==> src/hw/rtl/twrs_pkg.sv <==
// Package for the toroidal wrap rectangle splitter.
// Holds the request and piece payload types and the internal arithmetic width.
// No dependencies.
`timescale 1ns / 1ps

package twrs_pkg;

    // Width of the exact texture-space arithmetic.
    // It covers edge - low + origin and the following size subtract with no overflow.
    localparam int WIDE_W = 36;

    typedef logic signed [WIDE_W-1:0] twrs_wide_t;

    // One update request.
    typedef struct packed {
        logic [4:0]         level_id;
        logic signed [31:0] upd_west;
        logic signed [31:0] upd_south;
        logic signed [31:0] upd_east;
        logic signed [31:0] upd_north;
        logic signed [31:0] ext_west;
        logic signed [31:0] ext_south;
        logic signed [31:0] ext_east;
        logic signed [31:0] ext_north;
        logic [11:0]        origin_x;
        logic [11:0]        origin_y;
    } twrs_req_t;

    // One non-wrapping piece.
    typedef struct packed {
        logic [4:0]         piece_level;
        logic signed [31:0] piece_west;
        logic signed [31:0] piece_south;
        logic signed [31:0] piece_east;
        logic signed [31:0] piece_north;
        logic               piece_last;
    } twrs_piece_t;

endpackage

==> src/hw/rtl/toroidal_wrap_rect_split_unit.sv <==
// Top level of the toroidal wrap rectangle splitter.
// Depends on twrs_pkg for the request and piece types.
`timescale 1ns / 1ps

// Splits one update rectangle into one, two or four non-wrapping pieces.
// A request is taken when start is high and busy is low. Each piece shows
// on the piece port for one cycle with piece_valid high, and the receiver
// cannot stall it. An update that does not wrap yields one piece, an update
// that wraps in one direction yields two, and one that wraps in both yields
// four. The piece sequencer emits one piece per cycle, and that sets the rate.
// Two register stages sit in front of the sequencer (input, offsets), and the
// sequencer register holds the mapped compare; the output register follows.
// While the sequencer works through a wrapping update, the offsets stage holds
// its contents and the input stage moves forward only into an empty offsets
// stage. busy rises only when the input stage is occupied and cannot move
// forward.
module toroidal_wrap_rect_split_unit
    import twrs_pkg::*;
(
    input  logic        clk,
    input  logic        rst_n,
    input  logic        start,
    output logic        busy,
    input  twrs_req_t   req,
    output logic        piece_valid,
    output twrs_piece_t piece
);

    // Stage 1: the registered request.
    logic      s1_valid_reg;
    twrs_req_t s1_reg;

    // Stage 2: offsets in texture space, extent sizes and seam posts.
    typedef struct packed {
        logic [4:0]         level;
        logic signed [31:0] uw;
        logic signed [31:0] us;
        logic signed [31:0] ue;
        logic signed [31:0] un;
        twrs_wide_t         tw;
        twrs_wide_t         te;
        twrs_wide_t         ts;
        twrs_wide_t         tn;
        twrs_wide_t         size_x;
        twrs_wide_t         size_y;
        logic signed [31:0] seam_x_lo;
        logic signed [31:0] seam_x_hi;
        logic signed [31:0] seam_y_lo;
        logic signed [31:0] seam_y_hi;
    } twrs_ofs_t;

    logic      s2_valid_reg;
    twrs_ofs_t s2_reg;
    twrs_ofs_t s2_next;

    // Stage 3: the piece sequencer.
    typedef struct packed {
        logic [4:0]         level;
        logic signed [31:0] uw;
        logic signed [31:0] us;
        logic signed [31:0] ue;
        logic signed [31:0] un;
        logic signed [31:0] seam_x_lo;
        logic signed [31:0] seam_x_hi;
        logic signed [31:0] seam_y_lo;
        logic signed [31:0] seam_y_hi;
        logic               wrap_x;
        logic               wrap_y;
    } twrs_seq_t;

    logic      s3_valid_reg;
    twrs_seq_t s3_reg;
    twrs_seq_t s3_next;
    logic [1:0] idx_reg;

    // Output register.
    logic        piece_valid_reg;
    twrs_piece_t piece_reg;
    twrs_piece_t piece_next;

    // Pipeline flow control.
    logic [1:0] last_idx;
    logic       s3_last;
    logic       s3_free;
    logic       s3_load;
    logic       s2_load;
    logic       s1_load;
    logic       s1_free;
    logic       s2_free;

    // Conditional subtract that reduces a texture offset into the extent.
    function automatic twrs_wide_t wrap_reduce(twrs_wide_t t, twrs_wide_t size);
        twrs_wide_t r;
        r = t - size;
        return (t >= size) ? r : t;
    endfunction

    // Index of the final piece for the current wrap case.
    always_comb
    begin
        if (s3_reg.wrap_x && s3_reg.wrap_y)
        begin
            last_idx = 2'd3;
        end
        else if (s3_reg.wrap_x || s3_reg.wrap_y)
        begin
            last_idx = 2'd1;
        end
        else
        begin
            last_idx = 2'd0;
        end
    end

    assign s3_last = s3_valid_reg && (idx_reg == last_idx);
    assign s3_free = !s3_valid_reg || s3_last;
    assign s3_load = s2_valid_reg && s3_free;
    assign s2_free = !s2_valid_reg || s3_load;
    assign s2_load = s1_valid_reg && s2_free;
    assign s1_free = !s1_valid_reg || s2_load;
    assign s1_load = start && s1_free;
    assign busy    = !s1_free;

    // Offsets from the extent's low edge, sizes and seam posts.
    always_comb
    begin
        twrs_wide_t ox;
        twrs_wide_t oy;
        twrs_wide_t ew;
        twrs_wide_t es;
        twrs_wide_t ee;
        twrs_wide_t en;
        ox = twrs_wide_t'({{(WIDE_W-12){1'b0}}, s1_reg.origin_x});
        oy = twrs_wide_t'({{(WIDE_W-12){1'b0}}, s1_reg.origin_y});
        ew = twrs_wide_t'({{(WIDE_W-32){s1_reg.ext_west[31]}}, s1_reg.ext_west});
        es = twrs_wide_t'({{(WIDE_W-32){s1_reg.ext_south[31]}}, s1_reg.ext_south});
        ee = twrs_wide_t'({{(WIDE_W-32){s1_reg.ext_east[31]}}, s1_reg.ext_east});
        en = twrs_wide_t'({{(WIDE_W-32){s1_reg.ext_north[31]}}, s1_reg.ext_north});

        s2_next.level  = s1_reg.level_id;
        s2_next.uw     = s1_reg.upd_west;
        s2_next.us     = s1_reg.upd_south;
        s2_next.ue     = s1_reg.upd_east;
        s2_next.un     = s1_reg.upd_north;
        s2_next.tw     = ox - ew +
                         twrs_wide_t'({{(WIDE_W-32){s1_reg.upd_west[31]}}, s1_reg.upd_west});
        s2_next.te     = ox - ew +
                         twrs_wide_t'({{(WIDE_W-32){s1_reg.upd_east[31]}}, s1_reg.upd_east});
        s2_next.ts     = oy - es +
                         twrs_wide_t'({{(WIDE_W-32){s1_reg.upd_south[31]}}, s1_reg.upd_south});
        s2_next.tn     = oy - es +
                         twrs_wide_t'({{(WIDE_W-32){s1_reg.upd_north[31]}}, s1_reg.upd_north});
        s2_next.size_x = ee - ew + twrs_wide_t'(1);
        s2_next.size_y = en - es + twrs_wide_t'(1);

        // Seam posts wrap modulo 2^32 like the piece fields.
        s2_next.seam_x_lo = s1_reg.ext_east - signed'({20'd0, s1_reg.origin_x});
        s2_next.seam_x_hi = s1_reg.ext_east - signed'({20'd0, s1_reg.origin_x}) + 32'sd1;
        s2_next.seam_y_lo = s1_reg.ext_north - signed'({20'd0, s1_reg.origin_y});
        s2_next.seam_y_hi = s1_reg.ext_north - signed'({20'd0, s1_reg.origin_y}) + 32'sd1;
    end

    // Reduction into the extent and the wrap decision.
    always_comb
    begin
        twrs_wide_t mw;
        twrs_wide_t me;
        twrs_wide_t ms;
        twrs_wide_t mn;
        mw = wrap_reduce(s2_reg.tw, s2_reg.size_x);
        me = wrap_reduce(s2_reg.te, s2_reg.size_x);
        ms = wrap_reduce(s2_reg.ts, s2_reg.size_y);
        mn = wrap_reduce(s2_reg.tn, s2_reg.size_y);

        s3_next.level     = s2_reg.level;
        s3_next.uw        = s2_reg.uw;
        s3_next.us        = s2_reg.us;
        s3_next.ue        = s2_reg.ue;
        s3_next.un        = s2_reg.un;
        s3_next.seam_x_lo = s2_reg.seam_x_lo;
        s3_next.seam_x_hi = s2_reg.seam_x_hi;
        s3_next.seam_y_lo = s2_reg.seam_y_lo;
        s3_next.seam_y_hi = s2_reg.seam_y_hi;
        s3_next.wrap_x    = me < mw;
        s3_next.wrap_y    = mn < ms;
    end

    // Piece selection: bit 0 of the index picks the right half when wrapping in x;
    // the top half comes from bit 1 with both wraps, else from bit 0.
    always_comb
    begin
        logic right;
        logic top;
        right = s3_reg.wrap_x && idx_reg[0];
        top   = s3_reg.wrap_y && (s3_reg.wrap_x ? idx_reg[1] : idx_reg[0]);

        piece_next.piece_level = s3_reg.level;
        piece_next.piece_west  = right ? s3_reg.seam_x_hi : s3_reg.uw;
        piece_next.piece_east  = (s3_reg.wrap_x && !right) ? s3_reg.seam_x_lo : s3_reg.ue;
        piece_next.piece_south = top ? s3_reg.seam_y_hi : s3_reg.us;
        piece_next.piece_north = (s3_reg.wrap_y && !top) ? s3_reg.seam_y_lo : s3_reg.un;
        piece_next.piece_last  = (idx_reg == last_idx);
    end

    // Stage valids, sequencer index and output strobe.
    always_ff @(posedge clk or negedge rst_n)
    begin
        if (!rst_n)
        begin
            s1_valid_reg    <= 1'b0;
            s2_valid_reg    <= 1'b0;
            s3_valid_reg    <= 1'b0;
            idx_reg         <= 2'd0;
            piece_valid_reg <= 1'b0;
        end
        else
        begin
            if (s1_free)
            begin
                s1_valid_reg <= start;
            end
            if (s2_free)
            begin
                s2_valid_reg <= s1_valid_reg;
            end
            if (s3_free)
            begin
                s3_valid_reg <= s2_valid_reg;
                idx_reg      <= 2'd0;
            end
            else
            begin
                idx_reg <= idx_reg + 2'd1;
            end
            piece_valid_reg <= s3_valid_reg;
        end
    end

    // Payload registers.
    always_ff @(posedge clk)
    begin
        if (s1_load)
        begin
            s1_reg <= req;
        end
        if (s2_load)
        begin
            s2_reg <= s2_next;
        end
        if (s3_load)
        begin
            s3_reg <= s3_next;
        end
        piece_reg <= piece_next;
    end

    assign piece_valid = piece_valid_reg;
    assign piece       = piece_reg;

    // A piece that is not the last one is always followed by the next piece.
    assert property (@(posedge clk) disable iff (!rst_n)
        piece_valid && !piece.piece_last |=> piece_valid)
        else $error("wrapping update lost a piece");

    // The sequencer emits in every cycle that it holds an update.
    assert property (@(posedge clk) disable iff (!rst_n)
        s3_valid_reg |=> piece_valid)
        else $error("sequencer held an update without emitting");

    // The piece index never passes the final piece of the update.
    assert property (@(posedge clk) disable iff (!rst_n)
        s3_valid_reg |-> idx_reg <= last_idx)
        else $error("piece index beyond final piece");

    // busy is only raised while every front stage is occupied.
    assert property (@(posedge clk) disable iff (!rst_n)
        busy |-> s1_valid_reg && s2_valid_reg && s3_valid_reg && !s3_last)
        else $error("busy raised with room in the pipeline");

    // An accepted request occupies the input stage in the next cycle.
    assert property (@(posedge clk) disable iff (!rst_n)
        start && !busy |=> s1_valid_reg)
        else $error("accepted request not captured");

endmodule
==> config.mk <==
export PLATFORM = sky130hd
export DESIGN_NAME = toroidal_wrap_rect_split_unit
export DESIGN_NICKNAME = d
export VERILOG_FILES = /design/src/hw/rtl/twrs_pkg.sv /design/src/hw/rtl/toroidal_wrap_rect_split_unit.sv
export SDC_FILE = /design/constraint.sdc
export NUM_CORES = 2
export LEC_CHECK = 0
export BUFFER_PORTS_ARGS = -buffer_cell sky130_fd_sc_hd__buf_2
export CAP_MARGIN = 20
export CORE_UTILIZATION = 55
export CTS_CLUSTER_DIAMETER = 60
export CTS_CLUSTER_SIZE = 14
export DETAILED_ROUTE_END_ITERATION = 10
export GPL_TIMING_DRIVEN = 0
export PLACE_DENSITY = 0.79
export RECOVER_POWER = 25
export SLEW_MARGIN = 30
export SYNTH_ARGS = -nofsm -noshare
export SYNTH_HDL_FRONTEND = slang
export SYNTH_SLANG_ARGS = --single-unit
==> constraint.sdc <==
create_clock -name clk -period 13.2 [get_ports clk]
set_input_delay 1.32 -clock clk [delete_from_list [all_inputs] [get_ports clk]]
set_output_delay 1.32 -clock clk [all_outputs]
set_load 0.02 [all_outputs]
; ---- Word-level counts from Yosys, hierarchy flattened
; Cells that the tools add are included.
[word_totals]
mem_bits_ro = 0
latchBits = 0
n_memories = 0
output_inout_bits = 136
ramBits = 0
register_bits = 1165
[op_classes]
n_div = 0
reduce_logical = 19
n_eq_ne = 1
shifts = 0
magnitude_cmp = 6
bitwise_logic = 0
muxes = 12
multipliers = 0
n_addsub = 19
[ops]
columns = op, count
row1 = >= comparator 36 bit, 4
row2 = 2-to-1 mux 36 bit, 4
row3 = subtractor 36 bit, 4
row4 = adder 33 x 32 -> 34 bit, 4
row5 = 2-to-1 mux 32 bit, 4
row6 = < comparator 36 bit, 2
row7 = "adder 33 x 2 -> 34 bit, second input constant", 2
row8 = subtractor 13 x 32 -> 33 bit, 2
row9 = subtractor 32 x 32 -> 33 bit, 2
row10 = "adder 32 x 2 -> 32 bit, second input constant", 2
row11 = subtractor 32 x 13 -> 32 bit, 2
row12 = logical AND 1 bit, 9
row13 = logical NOT 1 bit, 6
row14 = logical OR 1 bit, 4
row15 = 2-to-1 mux 2 bit, 2
row16 = "adder 2 x 1 -> 2 bit, second input constant", 1
row17 = equality test 2 bit, 1
row18 = 2-to-1 mux 1 bit, 2

; ---- Longest topological paths before layout
[depth]
word_depth = 11
mapped_depth = 25
mapped_depth_nobuf = 23

; ---- Worst setup path before layout
; Ideal clock, no wire load.
[synth_path]
path_type = flip-flop to flip-flop
start = register idx_reg[1]
end = register s3_reg (netlist bit piece_next[129]), enable pin
n_path_buf = 0
arrival_ps = 12588
period_less_slack_ps = 13511
setup_time_ps = 923
setup_slack_ps = -311
path_stages_with_launch = 6
cell_sequence = dfrtp_1 > nand2b_1 > o21ai_0 > a21oi_1 > and2_1 > nor2b_1
[synth_via]
elab_chain_len = 4
[synth_lines]
columns = element, line_no
row1 = start: declaration, toroidal_wrap_rect_split_unit.sv:74  ; logic [1:0] idx_reg;
row2 = start signal: assignment, toroidal_wrap_rect_split_unit.sv:233  ; idx_reg <= idx_reg + 2'd1;
row3 = equality test 2 bit, toroidal_wrap_rect_split_unit.sv:115  ; assign s3_last = s3_valid_reg && (idx_reg == last_idx);
row4 = logical AND 1 bit, toroidal_wrap_rect_split_unit.sv:115
row5 = logical OR 1 bit, toroidal_wrap_rect_split_unit.sv:116  ; assign s3_free = !s3_valid_reg || s3_last;
row6 = logical AND 1 bit, toroidal_wrap_rect_split_unit.sv:117  ; assign s3_load = s2_valid_reg && s3_free;
row7 = net s3_load, toroidal_wrap_rect_split_unit.sv:85  ; logic s3_load;
row8 = end signal: assignment, toroidal_wrap_rect_split_unit.sv:252  ; s3_reg <= s3_next;
row9 = end: declaration, toroidal_wrap_rect_split_unit.sv:72  ; twrs_seq_t s3_reg;
; The timed path passes the listed nets, and every way through them passes these cells.
; A chain may end at the register's enable or synchronous reset.

==> qor.csv <==
stage;metric;value;unit
synthesis;avgSynthCellArea;12.06;um2
detailed_routing;viasPerCell;5.902;
detailed_routing;num_vias;42620;
detailed_routing;drt_iter0_markers;3357;
clock_network;clk_latency;720;ps
flow_run;drv_cap;0;
clock_network;htree_levels;3;
die;die_w;335.6;um
critical_path;cp_slowest_cell;a2111oi_1;
layout;fill_cells;8569;
sta;fin_crit;7990;ps
die;rows;122;
hold_path;hp-start;piece_next[132];
sta;fin_worst_skew;33.14;ps
synthesis;ys_types;108;
global_route;grt_usage;28.60;%
placement;dp_hpwl;129400;um
detailed_routing;avgRoutedWirePerCell;22.67;um
layout;drive_gt1_share;14.83;%
synthesis;netlist_instances;5075;
layout;instances_no_fill;7220;
synthesis;synthSimpleGateAreaFrac;10.14;%
layout;layout_commonest_cell;edfxtp_1;
critical_path;critPathRequiredTime;13630;ps
critical_path;max_stage_delay;930;ps
placement;preCtsSetupSlack;5353;ps
sta;rsz0062_at_grt;false;
synthesis;synthXorXnorAreaFrac;5.978;%
detailed_routing;post-route-drc-count;0;
placement;dp_cells;7017;
die;die_area;0.1126;mm2
clock_network;cts_root_buf;clkbuf_16;
clock_network;cts_hold_buf;0;
clock_network;post_cts_buffers;0;
layout;largest_reg_flops;465;
hold_path;hold-path-endpoint;piece[132];
critical_path;worst-r2r-cell-count;25;
synthesis;synth_top_cells_by_area;edfxtp_1 50%, ha_1 11%, dfxtp_1 4.4%;
sta;finalSetupViolations;0;
detailed_routing;postRouteAntennaNets;0;
critical_path;r2r-end;s3_reg[1];
synthesis;synth_fa_ha_area_share;11.01;%
sta;setup_slack;5210;ps
critical_path;critPathKind;flip-flop to flip-flop;
clock_network;clkTransAtPathRegs;60;ps
detailed_routing;routed_wl;163700;um
synthesis;ys_ff_latch;1153;
critical_path;worst-path-max-fanout;10;
clock_network;cts_buffer_depth;3;
status;status;finished clean;
clock_network;cts.sinks;1153;
layout;num-nets-final;6457;
sta;hold_viol;0;
synthesis;synth_top_family_by_area;compound AO/OA/AOI/OAI gates;
die;boundaryPins;424;
placement;place.gp.congestion;0.9355;
global_route;grt.overflow.total;0;
die;die_y;335.6;um
detailed_routing;dr.pass1.iters;8;
synthesis;yosys_warnings;0;
layout;syn_to_final_growth;13.58;%
critical_path;startpoint_type;flip-flop;
critical_path;r2r_start;s2_reg[272];
critical_path;critical_path.endpoint_type;flip-flop;
critical_path;reg2reg_setup_slack;5210;ps
global_route;grt_max_degree;53;
synthesis;synth_edf_count;1013;
die;initial_utilization;55.38;%
synthesis;muxShareOfSynthArea;3.289;%
synthesis;synthArstFlopShare;0.5204;%
clock_network;ctsResizeCount;0;
synthesis;synth-compound-area-share;12.86;%
synthesis;yosysTopAreaCell;edfxtp_1;
synthesis;synth_area;0.06120;mm2
clock_network;cts_tree;done;
placement;io_buffers;423;
sta;finalCritPeriodShare;60.53;%
hold_path;min_path_cells;0;
sta;slew_headroom;34.30;%
synthesis;syn-num-nets;5893;
synthesis;synthFlopType;edfxtp_1;
sta;final_max_slew_viol_count;0;
layout;final_cell_mix;1013 x edfxtp_1, 516 x ha_1, 428 x buf_2;
sta;max_freq;125.2;MHz
sta;max_slew.worst_pin.slew;975.2;ps
global_route;antenna_found_initial;7;
global_route;grt_pass1_wl;242800;um
critical_path;arrival;8420;ps
hold_path;holdCritPathClass;flip-flop to flip-flop;
synthesis;yosysSeqAreaShare;54.33;%
synthesis;synth_top_area_share;49.70;%
global_route;grt_pass1_vias;42110;
clock_network;numCtsBuffers;108;
die;coreArea;0.1105;mm2
==> worst max path at each step <==
| stage | startpoint | endpoint | depth (start not counted) |
|---|---|---|---|
| 6_report | s2_reg[272] | s3_reg[1] | 25 |
| 4_1_cts | s2_reg[272] | s3_reg[1] | 25 |
| 3_5_place_dp | s2_reg[272] | s3_reg[1] | 25 |
| 5_1_grt | s2_reg[272] | s3_reg[1] | 25 |
| 2_1_floorplan | idx_reg[1] | s2_reg[0] | 6 |
| 3_3_place_gp | s3_reg[1] | s2_reg[22] | 7 |
==> final cells by class <==
| class | count | area, um2 | area share, % |
|---|---|---|---|
| plain buffers | 69 | 304.0 | 0.4374 |
| flip-flops and latches | 1153 | 33250 | 47.83 |
| clock buffers | 165 | 3008 | 4.327 |
| well taps | 1488 | 1862 | 2.678 |
| diodes | 2 | 5.005 | 0.007200 |
| repair buffers | 454 | 2868 | 4.125 |
| clock inverters | 36 | 524.3 | 0.7542 |
| inverters | 310 | 1164 | 1.674 |
| multi-input cells | 3543 | 26530 | 38.16 |
==> stage by stage <==
step / setup TNS, ps / area, um2 / hold slack (ps) / utilization [%]
2_1_floorplan: 0 / 61210 / 323.3 / -
3_3_place_gp: -1929300 / 65180 / 324.8 / 58.98
3_5_place_dp: 0 / 65990 / 328.6 / 59.71
4_1_cts: 0 / 69520 / 344.2 / 62.91
5_1_grt: 0 / 69510 / 352.4 / 62.90
6_report: 0 / 69510 / 341.1 / 62.90
==> critical path: cells and delay by family (launching register included) <==
kind                     cells  cell delay, ps
AO/OA/AOI/OAI               12            4550
adder cells (fa/ha/maj)      3             910
buffers and inverters        4             870
flip-flops                   1             430
multiplexers                 1             210
AND/OR/NAND/NOR              5             740
==> logic make-up after synthesis <==
| group | count (synthesis) |
|---|---|
| DFF | 1153 |
| xor gates and xnor gates | 416 |
| muxes | 184 |
| buffers and inverters | 379 |
| AOI/OAI and AO/OA | 1205 |
| adders and majority gates | 530 |
| and+or+nand+nor | 1208 |
==> metal layers <==
layer | routed length (um) | global-route usage [%] | up-vias
met5 | 13 | 0 | -
met4 | 7476 | 12.54 | 2
met3 | 8064 | 3.367 | 317
met2 | 83420 | 51.23 | 1329
met1 | 64730 | 34.50 | 20670
li1 | - | - | 20300
==> Yosys cell counts, drive strengths merged (51+ instances only) <==
cell type,n
o21ai,283
edfxtp,1013
a31oi,51
dfxtp,134
mux2,137
nor3,126
and3,56
xnor2,277
xor2,139
nor2,226
nand3,115
nor2b,60
nand4,63
a211oi,58
o21a,60
nand2,308
ha,516
a21oi,305
a21o,148
inv,310
Power is left out: the tool's default activity adds up to more than one toggle a clock period on the data nets, which glitch-free logic cannot reach.
